==> src/design/stt_pkg.sv <==
// ----------------------------------------------------------------------------
// Source text tokenizer package
// Token kinds, scan modes, character codes, keyword table and the token
// and bundle types passed between the scanner, the queue and the emitter.
// ----------------------------------------------------------------------------
`default_nettype none

package stt_pkg;

  localparam int unsigned StartW = 24;
  localparam int unsigned LengthW = 16;
  localparam int unsigned LineW = 16;
  localparam int unsigned MaxTokens = 3;
  localparam int unsigned QueueDepth = 4;
  localparam int unsigned QueueAw = 2;
  localparam int unsigned KwCount = 10;

  typedef enum logic [4:0] {
    TkPlus         = 5'd0,
    TkMinus        = 5'd1,
    TkStar         = 5'd2,
    TkSlash        = 5'd3,
    TkEqual        = 5'd4,
    TkNotEqual     = 5'd5,
    TkLess         = 5'd6,
    TkLessEqual    = 5'd7,
    TkGreater      = 5'd8,
    TkGreaterEqual = 5'd9,
    TkNumber       = 5'd10,
    TkIdent        = 5'd11,
    TkType         = 5'd12,
    TkColon        = 5'd13,
    TkSemicolon    = 5'd14,
    TkVar          = 5'd15,
    TkFun          = 5'd16,
    TkEof          = 5'd17,
    TkBangError    = 5'd18,
    TkUnknownError = 5'd19
  } token_kind_e;

  typedef enum logic [2:0] {
    ModeIdle    = 3'd0,
    ModeNumber  = 3'd1,
    ModeIdent   = 3'd2,
    ModeBang    = 3'd3,
    ModeLess    = 3'd4,
    ModeGreater = 3'd5
  } scan_mode_e;

  localparam logic [7:0] ChNewline   = 8'h0a;
  localparam logic [7:0] ChSpace     = 8'h20;
  localparam logic [7:0] ChBang      = 8'h21;
  localparam logic [7:0] ChStar      = 8'h2a;
  localparam logic [7:0] ChPlus      = 8'h2b;
  localparam logic [7:0] ChMinus     = 8'h2d;
  localparam logic [7:0] ChSlash     = 8'h2f;
  localparam logic [7:0] ChColon     = 8'h3a;
  localparam logic [7:0] ChSemicolon = 8'h3b;
  localparam logic [7:0] ChLess      = 8'h3c;
  localparam logic [7:0] ChEqual     = 8'h3d;
  localparam logic [7:0] ChGreater   = 8'h3e;

  // Keywords packed first character high, right aligned
  localparam logic [47:0] KwWord [KwCount] = '{
    48'h0000_6279_7465,  // byte
    48'h0068_776f_7264,  // hword
    48'h0000_776f_7264,  // word
    48'h0071_776f_7264,  // qword
    48'h0075_6279_7465,  // ubyte
    48'h7568_776f_7264,  // uhword
    48'h0075_776f_7264,  // uword
    48'h7571_776f_7264,  // uqword
    48'h0000_0076_6172,  // var
    48'h0000_0066_756e   // fun
  };
  localparam logic [2:0] KwLen [KwCount] = '{
    3'd4, 3'd5, 3'd4, 3'd5, 3'd5, 3'd6, 3'd5, 3'd6, 3'd3, 3'd3
  };
  localparam token_kind_e KwKind [KwCount] = '{
    TkType, TkType, TkType, TkType, TkType, TkType, TkType, TkType, TkVar, TkFun
  };
  localparam logic [2:0] KwType [KwCount] = '{
    3'd0, 3'd1, 3'd2, 3'd3, 3'd4, 3'd5, 3'd6, 3'd7, 3'd0, 3'd0
  };

  typedef struct packed {
    token_kind_e        kind;
    logic [2:0]         type_kw;
    logic [StartW-1:0]  start;
    logic [LengthW-1:0] length;
    logic [LineW-1:0]   line;
  } token_t;

  typedef struct packed {
    logic [1:0]             count;
    token_t [MaxTokens-1:0] tokens;
  } bundle_t;

  function automatic logic is_digit(input logic [7:0] c);
    return (c >= 8'h30) && (c <= 8'h39);
  endfunction

  function automatic logic is_letter(input logic [7:0] c);
    return ((c >= 8'h61) && (c <= 8'h7a)) || ((c >= 8'h41) && (c <= 8'h5a));
  endfunction

endpackage

`default_nettype wire

==> src/design/stt_scanner.sv <==
// ----------------------------------------------------------------------------
// Source text tokenizer scanner
// Classifies one character per request and builds the bundle of up to
// three tokens it completes; holds the pending run and position state.
// ----------------------------------------------------------------------------
`default_nettype none

module stt_scanner
  import stt_pkg::*;
#(
  parameter int unsigned POSITION_BITS = 24,
  parameter int unsigned LENGTH_BITS = 16,
  parameter int unsigned LINE_BITS = 16
) (
  input  wire logic       clk_i,
  input  wire logic       rst_ni,
  input  wire logic       accept_i,
  input  wire logic [7:0] char_code_i,
  input  wire logic       has_char_i,
  input  wire logic       end_of_source_i,
  output bundle_t         bundle_o
);

  localparam logic [LENGTH_BITS-1:0] RunKwMax = LENGTH_BITS'(6);
  localparam logic [LENGTH_BITS-1:0] RunOne = LENGTH_BITS'(1);

  scan_mode_e               mode_q, mode_d;
  logic [POSITION_BITS-1:0] start_q, start_d;
  logic [LENGTH_BITS-1:0]   run_q, run_d;
  logic [LINE_BITS-1:0]     line_q, line_d;
  logic [POSITION_BITS-1:0] pos_q, pos_d;
  logic [47:0]              kw_q, kw_d;
  logic [1:0]               cnt;
  logic                     handled;
  token_t [MaxTokens-1:0]   toks;

  function automatic logic [StartW-1:0] fit_start(input logic [POSITION_BITS-1:0] p);
    logic [31:0] w;
    w = 32'(p);
    return w[StartW-1:0];
  endfunction

  function automatic logic [LengthW-1:0] fit_len(input logic [LENGTH_BITS-1:0] l);
    logic [31:0] w;
    w = 32'(l);
    return w[LengthW-1:0];
  endfunction

  function automatic logic [LineW-1:0] fit_line(input logic [LINE_BITS-1:0] l);
    logic [31:0] w;
    w = 32'(l);
    return w[LineW-1:0];
  endfunction

  function automatic token_t make_tok(input token_kind_e kind,
                                      input logic [POSITION_BITS-1:0] start,
                                      input logic [LengthW-1:0] len,
                                      input logic [LINE_BITS-1:0] line);
    token_t t;
    t.kind = kind;
    t.type_kw = 3'd0;
    t.start = fit_start(start);
    t.length = len;
    t.line = fit_line(line);
    return t;
  endfunction

  function automatic token_t flush_tok(input scan_mode_e mode,
                                       input logic [POSITION_BITS-1:0] start,
                                       input logic [LENGTH_BITS-1:0] run,
                                       input logic [47:0] kw,
                                       input logic [LINE_BITS-1:0] line);
    token_t t;
    t = make_tok(TkLess, start, LengthW'(1), line);
    case (mode)
      ModeNumber: begin
        t.kind = TkNumber;
        t.length = fit_len(run);
      end
      ModeIdent: begin
        t.kind = TkIdent;
        t.length = fit_len(run);
        if (run <= RunKwMax) begin
          for (int k = 0; k < KwCount; k++) begin
            if ((KwLen[k] == run[2:0]) && (KwWord[k] == kw)) begin
              t.kind = KwKind[k];
              t.type_kw = KwType[k];
            end
          end
        end
      end
      ModeBang:    t.kind = TkBangError;
      ModeGreater: t.kind = TkGreater;
      default:     t.kind = TkLess;
    endcase
    return t;
  endfunction

  always_comb begin
    mode_d = mode_q;
    start_d = start_q;
    run_d = run_q;
    line_d = line_q;
    pos_d = pos_q;
    kw_d = kw_q;
    cnt = 2'd0;
    handled = 1'b0;
    toks = '0;

    if (has_char_i) begin
      case (mode_q)
        ModeBang, ModeLess, ModeGreater: begin
          if (char_code_i == ChEqual) begin
            toks[cnt] = make_tok((mode_q == ModeBang) ? TkNotEqual :
                                 (mode_q == ModeLess) ? TkLessEqual : TkGreaterEqual,
                                 start_q, LengthW'(2), line_q);
            handled = 1'b1;
          end else begin
            toks[cnt] = flush_tok(mode_q, start_q, run_q, kw_q, line_q);
          end
          cnt = cnt + 2'd1;
          mode_d = ModeIdle;
        end
        ModeNumber, ModeIdent: begin
          if (is_digit(char_code_i) ||
              ((mode_q == ModeIdent) && is_letter(char_code_i))) begin
            if (run_q < RunKwMax) kw_d = {kw_q[39:0], char_code_i};
            if (run_q != '1) run_d = run_q + RunOne;
            handled = 1'b1;
          end else begin
            toks[cnt] = flush_tok(mode_q, start_q, run_q, kw_q, line_q);
            cnt = cnt + 2'd1;
            mode_d = ModeIdle;
          end
        end
        default: ;
      endcase

      if (!handled) begin
        case (char_code_i)
          ChSpace: ;
          ChNewline: begin
            if (line_q != '1) line_d = line_q + LINE_BITS'(1);
          end
          ChPlus, ChMinus, ChStar, ChSlash, ChEqual, ChColon, ChSemicolon: begin
            toks[cnt] = make_tok((char_code_i == ChPlus)  ? TkPlus :
                                 (char_code_i == ChMinus) ? TkMinus :
                                 (char_code_i == ChStar)  ? TkStar :
                                 (char_code_i == ChSlash) ? TkSlash :
                                 (char_code_i == ChEqual) ? TkEqual :
                                 (char_code_i == ChColon) ? TkColon : TkSemicolon,
                                 pos_q, LengthW'(1), line_q);
            cnt = cnt + 2'd1;
          end
          ChBang, ChLess, ChGreater: begin
            mode_d = (char_code_i == ChBang) ? ModeBang :
                     (char_code_i == ChLess) ? ModeLess : ModeGreater;
            start_d = pos_q;
          end
          default: begin
            if (is_digit(char_code_i)) begin
              mode_d = ModeNumber;
              start_d = pos_q;
              run_d = RunOne;
            end else if (is_letter(char_code_i)) begin
              mode_d = ModeIdent;
              start_d = pos_q;
              run_d = RunOne;
              kw_d = {40'd0, char_code_i};
            end else begin
              toks[cnt] = make_tok(TkUnknownError, pos_q, LengthW'(1), line_q);
              cnt = cnt + 2'd1;
            end
          end
        endcase
      end
      pos_d = pos_q + POSITION_BITS'(1);
    end

    if (end_of_source_i) begin
      if (mode_d != ModeIdle) begin
        toks[cnt] = flush_tok(mode_d, start_d, run_d, kw_d, line_d);
        cnt = cnt + 2'd1;
      end
      toks[cnt] = make_tok(TkEof, pos_d, LengthW'(0), line_d);
      cnt = cnt + 2'd1;
      mode_d = ModeIdle;
      start_d = '0;
      run_d = '0;
      line_d = '0;
      pos_d = '0;
      kw_d = '0;
    end
  end

  assign bundle_o.count = cnt;
  assign bundle_o.tokens = toks;

  always_ff @(posedge clk_i or negedge rst_ni) begin
    if (!rst_ni) begin
      mode_q <= ModeIdle;
      start_q <= '0;
      run_q <= '0;
      line_q <= '0;
      pos_q <= '0;
      kw_q <= '0;
    end else if (accept_i) begin
      mode_q <= mode_d;
      start_q <= start_d;
      run_q <= run_d;
      line_q <= line_d;
      pos_q <= pos_d;
      kw_q <= kw_d;
    end
  end

endmodule

`default_nettype wire

==> src/design/stt_queue.sv <==
// ----------------------------------------------------------------------------
// Source text tokenizer bundle queue
// Short register queue of token bundles between scanner and emitter.
// ----------------------------------------------------------------------------
`default_nettype none

module stt_queue
  import stt_pkg::*;
(
  input  wire logic    clk_i,
  input  wire logic    rst_ni,
  input  wire logic    push_i,
  input  bundle_t      push_data_i,
  output logic         full_o,
  input  wire logic    pop_i,
  output logic         empty_o,
  output bundle_t      head_o
);

  bundle_t              store_q [QueueDepth];
  logic [QueueAw-1:0]   wr_ptr_q, rd_ptr_q;
  logic [QueueAw:0]     fill_q;

  assign full_o = (fill_q == (QueueAw + 1)'(QueueDepth));
  assign empty_o = (fill_q == '0);
  assign head_o = store_q[rd_ptr_q];

  always_ff @(posedge clk_i or negedge rst_ni) begin
    if (!rst_ni) begin
      wr_ptr_q <= '0;
      rd_ptr_q <= '0;
      fill_q <= '0;
    end else begin
      if (push_i) wr_ptr_q <= wr_ptr_q + QueueAw'(1);
      if (pop_i) rd_ptr_q <= rd_ptr_q + QueueAw'(1);
      if (push_i && !pop_i) fill_q <= fill_q + (QueueAw + 1)'(1);
      else if (!push_i && pop_i) fill_q <= fill_q - (QueueAw + 1)'(1);
    end
  end

  always_ff @(posedge clk_i) begin
    if (push_i) store_q[wr_ptr_q] <= push_data_i;
  end

endmodule

`default_nettype wire

==> src/design/stt_emitter.sv <==
// ----------------------------------------------------------------------------
// Source text tokenizer emitter
// Walks the head bundle one token per cycle into the output register on ready.
// ----------------------------------------------------------------------------
`default_nettype none

module stt_emitter
  import stt_pkg::*;
(
  input  wire logic clk_i,
  input  wire logic rst_ni,
  input  bundle_t   head_i,
  input  wire logic empty_i,
  output logic      pop_o,
  output logic      out_valid_o,
  input  wire logic out_ready_i,
  output token_t    out_tok_o,
  output logic      out_last_o
);

  logic       valid_q;
  logic [1:0] idx_q;
  token_t     tok_q;
  logic       last_q;
  logic       load;
  logic       last;

  assign load = !empty_i && (!valid_q || out_ready_i);
  assign last = (idx_q == (head_i.count - 2'd1));
  assign pop_o = load && last;

  always_ff @(posedge clk_i or negedge rst_ni) begin
    if (!rst_ni) begin
      valid_q <= 1'b0;
      idx_q <= 2'd0;
    end else if (load) begin
      valid_q <= 1'b1;
      idx_q <= last ? 2'd0 : idx_q + 2'd1;
    end else if (out_ready_i) begin
      valid_q <= 1'b0;
    end
  end

  always_ff @(posedge clk_i) begin
    if (load) begin
      tok_q <= head_i.tokens[idx_q];
      last_q <= last;
    end
  end

  assign out_valid_o = valid_q;
  assign out_tok_o = tok_q;
  assign out_last_o = last_q;

endmodule

`default_nettype wire

==> src/design/source_text_tokenizer_core.sv <==
// ----------------------------------------------------------------------------
// Source text tokenizer core
// Lexical scanner: one source character per request in, tokens out.
//
//   channel | handshake               | payload
//   in      | in_valid_i / in_ready_o | char_code_i, has_char_i, end_of_source_i
//   out     | out_valid_o/out_ready_i | token_kind_o, type_keyword_o, token_start_o,
//           |                         | token_length_o, line_number_o, last_result_o
//
// One character is taken per cycle; its tokens (up to three) reach the output
// one per cycle while out_ready_i allows. A four-entry bundle queue between
// scanner and emitter absorbs bursts; input stalls only while the queue is
// full. The first token of a request passes through the queue and then the
// output register before it is valid. Reset clears scan state and queue.
// ----------------------------------------------------------------------------
`default_nettype none

module source_text_tokenizer_core
  import stt_pkg::*;
#(
  parameter int unsigned POSITION_BITS = 24,
  parameter int unsigned LENGTH_BITS = 16,
  parameter int unsigned LINE_BITS = 16
) (
  input  wire logic                clk_i,
  input  wire logic                rst_ni,
  input  wire logic                in_valid_i,
  output logic                     in_ready_o,
  input  wire logic [7:0]          char_code_i,
  input  wire logic                has_char_i,
  input  wire logic                end_of_source_i,
  output logic                     out_valid_o,
  input  wire logic                out_ready_i,
  output logic [4:0]               token_kind_o,
  output logic [2:0]               type_keyword_o,
  output logic [StartW-1:0]        token_start_o,
  output logic [LengthW-1:0]       token_length_o,
  output logic [LineW-1:0]         line_number_o,
  output logic                     last_result_o
);

  logic    accept;
  logic    full;
  logic    empty;
  logic    pop;
  bundle_t bundle;
  bundle_t head;
  token_t  tok;

  assign in_ready_o = !full;
  assign accept = in_valid_i && in_ready_o;

  stt_scanner #(
    .POSITION_BITS(POSITION_BITS),
    .LENGTH_BITS  (LENGTH_BITS),
    .LINE_BITS    (LINE_BITS)
  ) u_scanner (
    .clk_i          (clk_i),
    .rst_ni         (rst_ni),
    .accept_i       (accept),
    .char_code_i    (char_code_i),
    .has_char_i     (has_char_i),
    .end_of_source_i(end_of_source_i),
    .bundle_o       (bundle)
  );

  stt_queue u_queue (
    .clk_i      (clk_i),
    .rst_ni     (rst_ni),
    .push_i     (accept && (bundle.count != 2'd0)),
    .push_data_i(bundle),
    .full_o     (full),
    .pop_i      (pop),
    .empty_o    (empty),
    .head_o     (head)
  );

  stt_emitter u_emitter (
    .clk_i      (clk_i),
    .rst_ni     (rst_ni),
    .head_i     (head),
    .empty_i    (empty),
    .pop_o      (pop),
    .out_valid_o(out_valid_o),
    .out_ready_i(out_ready_i),
    .out_tok_o  (tok),
    .out_last_o (last_result_o)
  );

  assign token_kind_o = tok.kind;
  assign type_keyword_o = tok.type_kw;
  assign token_start_o = tok.start;
  assign token_length_o = tok.length;
  assign line_number_o = tok.line;

endmodule

`default_nettype wire
==> config.mk <==
export PLATFORM = sky130hd
export DESIGN_NAME = source_text_tokenizer_core
export DESIGN_NICKNAME = d
export VERILOG_FILES = /design/src/design/stt_pkg.sv /design/src/design/stt_scanner.sv /design/src/design/stt_queue.sv /design/src/design/stt_emitter.sv /design/src/design/source_text_tokenizer_core.sv
export SDC_FILE = /design/constraint.sdc
export NUM_CORES = 1
export LEC_CHECK = 0
export BUFFER_PORTS_ARGS = -buffer_cell sky130_fd_sc_hd__buf_2
export CAP_MARGIN = 0
export CORE_MARGIN = 1.5
export CORE_UTILIZATION = 55
export CTS_CLUSTER_SIZE = 25
export DETAILED_ROUTE_END_ITERATION = 10
export PLACE_DENSITY = 0.71
export SLEW_MARGIN = 20
export SYNTH_ARGS = -nofsm -noshare
export SYNTH_HDL_FRONTEND = slang
export SYNTH_SLANG_ARGS = --single-unit
==> constraint.sdc <==
create_clock -name clk_i -period 17.3 [get_ports clk_i]
set_input_delay 3.46 -clock clk_i [delete_from_list [all_inputs] [get_ports clk_i]]
set_output_delay 3.46 -clock clk_i [all_outputs]
set_load 0.03 [all_outputs]
==> results.sh <==
export IMPL_worstSetupStartpointType="input port"
export IMPL_clkLatencyLatePin_ns=0.66
export IMPL_fin_skew_ns=0.0265
export IMPL_synthCells=3203
export IMPL_min_period_ns=9.49
export IMPL_async_flop_share_pct=14.4
export IMPL_critPathSlowestCell="and2_4"
export IMPL_start_util_pct=55.6
export IMPL_critPathKind="in2reg"
export IMPL_wirelength_um=120000
export IMPL_hold_buffers=0
export IMPL_rows=104
export IMPL_synth_xor_area_share_pct=1.11
export IMPL_clkTransAtPathRegs_ns=0.06
export IMPL_vias=29200
export IMPL_finalHoldViolCount=0
export IMPL_critical_path_arrival_ns=9.76
export IMPL_synth_simple_area_share_pct=9.22
export IMPL_drc=0
export IMPL_io_pins=81
export IMPL_p_clk_share_pct=29.0
export IMPL_syn_area_per_cell_um2=14.0
export IMPL_fin_area_um2=49600
export IMPL_io_buffers=80
export IMPL_cts_tree="done"
export IMPL_hpwl_um=73400
export IMPL_wl_per_cell_um=27.6
export IMPL_layout_commonest_cell="edfxtp_1"
export IMPL_routabilityCongestion=0.954
export IMPL_combPwrFrac_pct=27.5
export IMPL_yosys_warnings=0
export IMPL_antenna_found_initial=0
export IMPL_mostFrequentLayoutCells="edfxtp_1 (841), nand2_1 (333), o21ai_0 (233), mux4_2 (194), nor2_1 (174)"
export IMPL_clk_path_buf_depth=3
export IMPL_ys_seq_area_share_pct=64.3
export IMPL_cts_resized=0
export IMPL_grt_overflow=0
export IMPL_routed_via_density=6.72
export IMPL_fin_total_pwr_mw=7.54
export IMPL_post_cts_buffers=0
export IMPL_synth_edf_count=841
export IMPL_drt_initial_drc_count=3602
export IMPL_drive_gt1_share_pct=17.2
export IMPL_cts_max_level=3
export IMPL_required_ns=17.56
export IMPL_path_max_fanout=137
export IMPL_syn_area_um2=44800
export IMPL_core_area_um2=80500
export IMPL_cts_root_buf="clkbuf_16"
export IMPL_p_sw_mw=2.39
export IMPL_crit_path_max_incr_delay_ns=0.79
export IMPL_seq_power_share_pct=43.5
export IMPL_peakVddDrop_mv=0.0956
export IMPL_post_dp_cell_area_um2=46200
export IMPL_synth_main_ff_cell="edfxtp_1"
export IMPL_crit_chain="buf_2 -> or3_1 -> o221a_2 -> a21oi_2 -> a21oi_2 -> nor2_4 -> nand2_1 -> o22ai_1 -> inv_1 -> ha_1 -> mux2i_1 -> ha_1 -> a21oi_1 -> o21a_1 -> and2_4 -> buf_12"
export IMPL_die_x_um=288
export IMPL_die_area_um2=83100
export IMPL_period_share_pct=54.9
export IMPL_maxCapViolCount=0
export IMPL_fin_tns_setup_ns=0
export IMPL_synth_fa_ha_area_share_pct=0.576
export IMPL_nets=3239
export IMPL_synth_top_family_by_area="multiplexers"
export IMPL_cts_made_buffers=100
export IMPL_grt_max_degree=140
export IMPL_areaGrowthSynthToFinish_pct=10.7
export IMPL_fillers=5882
export IMPL_switching_share_pct=31.7
export IMPL_grt_pass1_vias=29000
export IMPL_setup_violations=0
export IMPL_hold_class="reg2reg"
export IMPL_internal_power_mw=5.15
export IMPL_synthMuxAreaShare_pct=11.7
export IMPL_grt_util_all_layers_pct=29.2
export IMPL_final_antenna_net_count=0
export IMPL_dieHeight_um=288
export IMPL_max_clock_freq_mhz=105
export IMPL_clkSinkCount=982
export IMPL_cellPowerDensity_nw_per_um2=152
export IMPL_grt_pass1_wl_um=182000
export IMPL_end_kind="flip-flop"
export IMPL_synth_compound_area_share_pct=10.7
export IMPL_status="finished, final reports clean"
export IMPL_slew_headroom_pct=19.6
export IMPL_hold_slack_ns=0.493
export IMPL_syn_num_nets=3237
export IMPL_rsz0062_at_grt="false"
export IMPL_slew_viol_final=0
export IMPL_ys_ff_latch=982
export IMPL_drt_pass1_iterations=7
export IMPL_worstMarginPinSlew_ns=1.20
export IMPL_p_leak_nw=16.5
export IMPL_yosysUniqueCellTypes=102
[power groups by stage]
stage               combinational [mW]  sequential (mW)  clock (mW)
finish                            2.07             3.28        2.19
global route                      2.22             3.32        2.30
CTS                               2.09             3.29        2.21
detailed placement                2.08             3.33           0
global placement                  2.06             3.30           0
floorplan                         1.33             3.46           0
[synthesized netlist by cell type (12+ instances only)]
cell type    n  area (um2)
nor4_1      25         156
buf_2       27         135
o22ai_1     32         200
a22oi_1     38         285
nor3_1      68         340
mux4_2     194        4370
nand3_1     72         360
a21oi_1    114         571
nor2_1     177         664
o31ai_1     43         323
clkbuf_1   176         661
a31oi_1     28         175
ha_1        19         238
edfxtp_1   841       25300
a211oi_1    32         240
or4_1       17         128
xor2_1      24         210
o21ai_0    233        1170
a22o_1      61         534
nand4_1     33         206
or3_1       12        75.1
nor2b_1     19         119
dfrtp_1    141        3530
and3_1      17         106
a221oi_1    20         175
inv_1       37         139
buf_1       32         120
mux2i_1     80         801
and2_1      25         156
xnor2_1     31         272
nand2_1    334        1250
[registers in the layout, indices dropped and copies added, names as in the netlist, 16 cells and up]
signal,count
u_scanner.pos_q,24
u_scanner.run_q,16
u_scanner.start_q,24
u_scanner.line_q,16
u_emitter.out_tok_o,64
u_scanner.kw_q,48
u_queue.store_q,776
[layout make-up]
type / instances / area, um2 / share of cell area [%]
Antenna cell: 1 / 2.50 / 0.00505
Clock buffer: 129 / 2760 / 5.56
Clock inverter: 56 / 601 / 1.21
Inverter: 38 / 144 / 0.290
Multi-Input combinational cell: 1944 / 15000 / 30.3
Sequential cell: 982 / 28800 / 58.1
Tap cell: 1060 / 1330 / 2.68
Timing Repair Buffer: 139 / 920 / 1.86
[metrics by stage]
step,cells,util (%),worst slack (ns)
floorplan,3203,-,5.33
global placement,4162,57.3,7.46
detailed placement,4162,57.3,7.28
CTS,4347,61.5,7.96
global route,4348,61.5,7.45
finish,4349,61.5,7.81
[worst max-delay path, delay by kind of cell]
family          cells  cell delay, ns
compound gates      6            1.93
fa+ha+maj           2            0.61
mux                 1            0.26
simple gates        4            2.13
buf+inv             3            1.07
[path summary, 6_finish.rpt]
path,start,endpoint,slack [ns],cells after the start
max reg2reg,u_scanner.mode_q[1],u_queue.store_q[1][58],10.27,18
max in group asynchronous,rst_ni,u_scanner.line_q[3],12.83,2
min reg2reg,u_queue.fill_q[2],u_queue.fill_q[2],0.49,1
max,char_code_i[2],u_queue.store_q[1][58],7.81,16
min in group asynchronous,rst_ni,u_scanner.kw_q[16],2.88,1
min,u_queue.fill_q[2],u_queue.fill_q[2],0.49,1
[kinds of logic after synthesis]
family	after synthesis
simple gates	865
mux	279
buf+inv	277
flops	982
compound gates	724
xor+xnor	56
fa+ha+maj	20
[per-layer routing]
layer  vias up  share of wire (%)  track usage [%]  wire length [um]
met5         -                  0                0                 0
met4         0                3.7             10.7              4440
met3       282                8.5             5.61             10200
met2      1547                 49             46.9             58200
met1     14800                 39             39.9             47000
li1      12600                  -                -                 -
(Power assumes the default switching activity.)
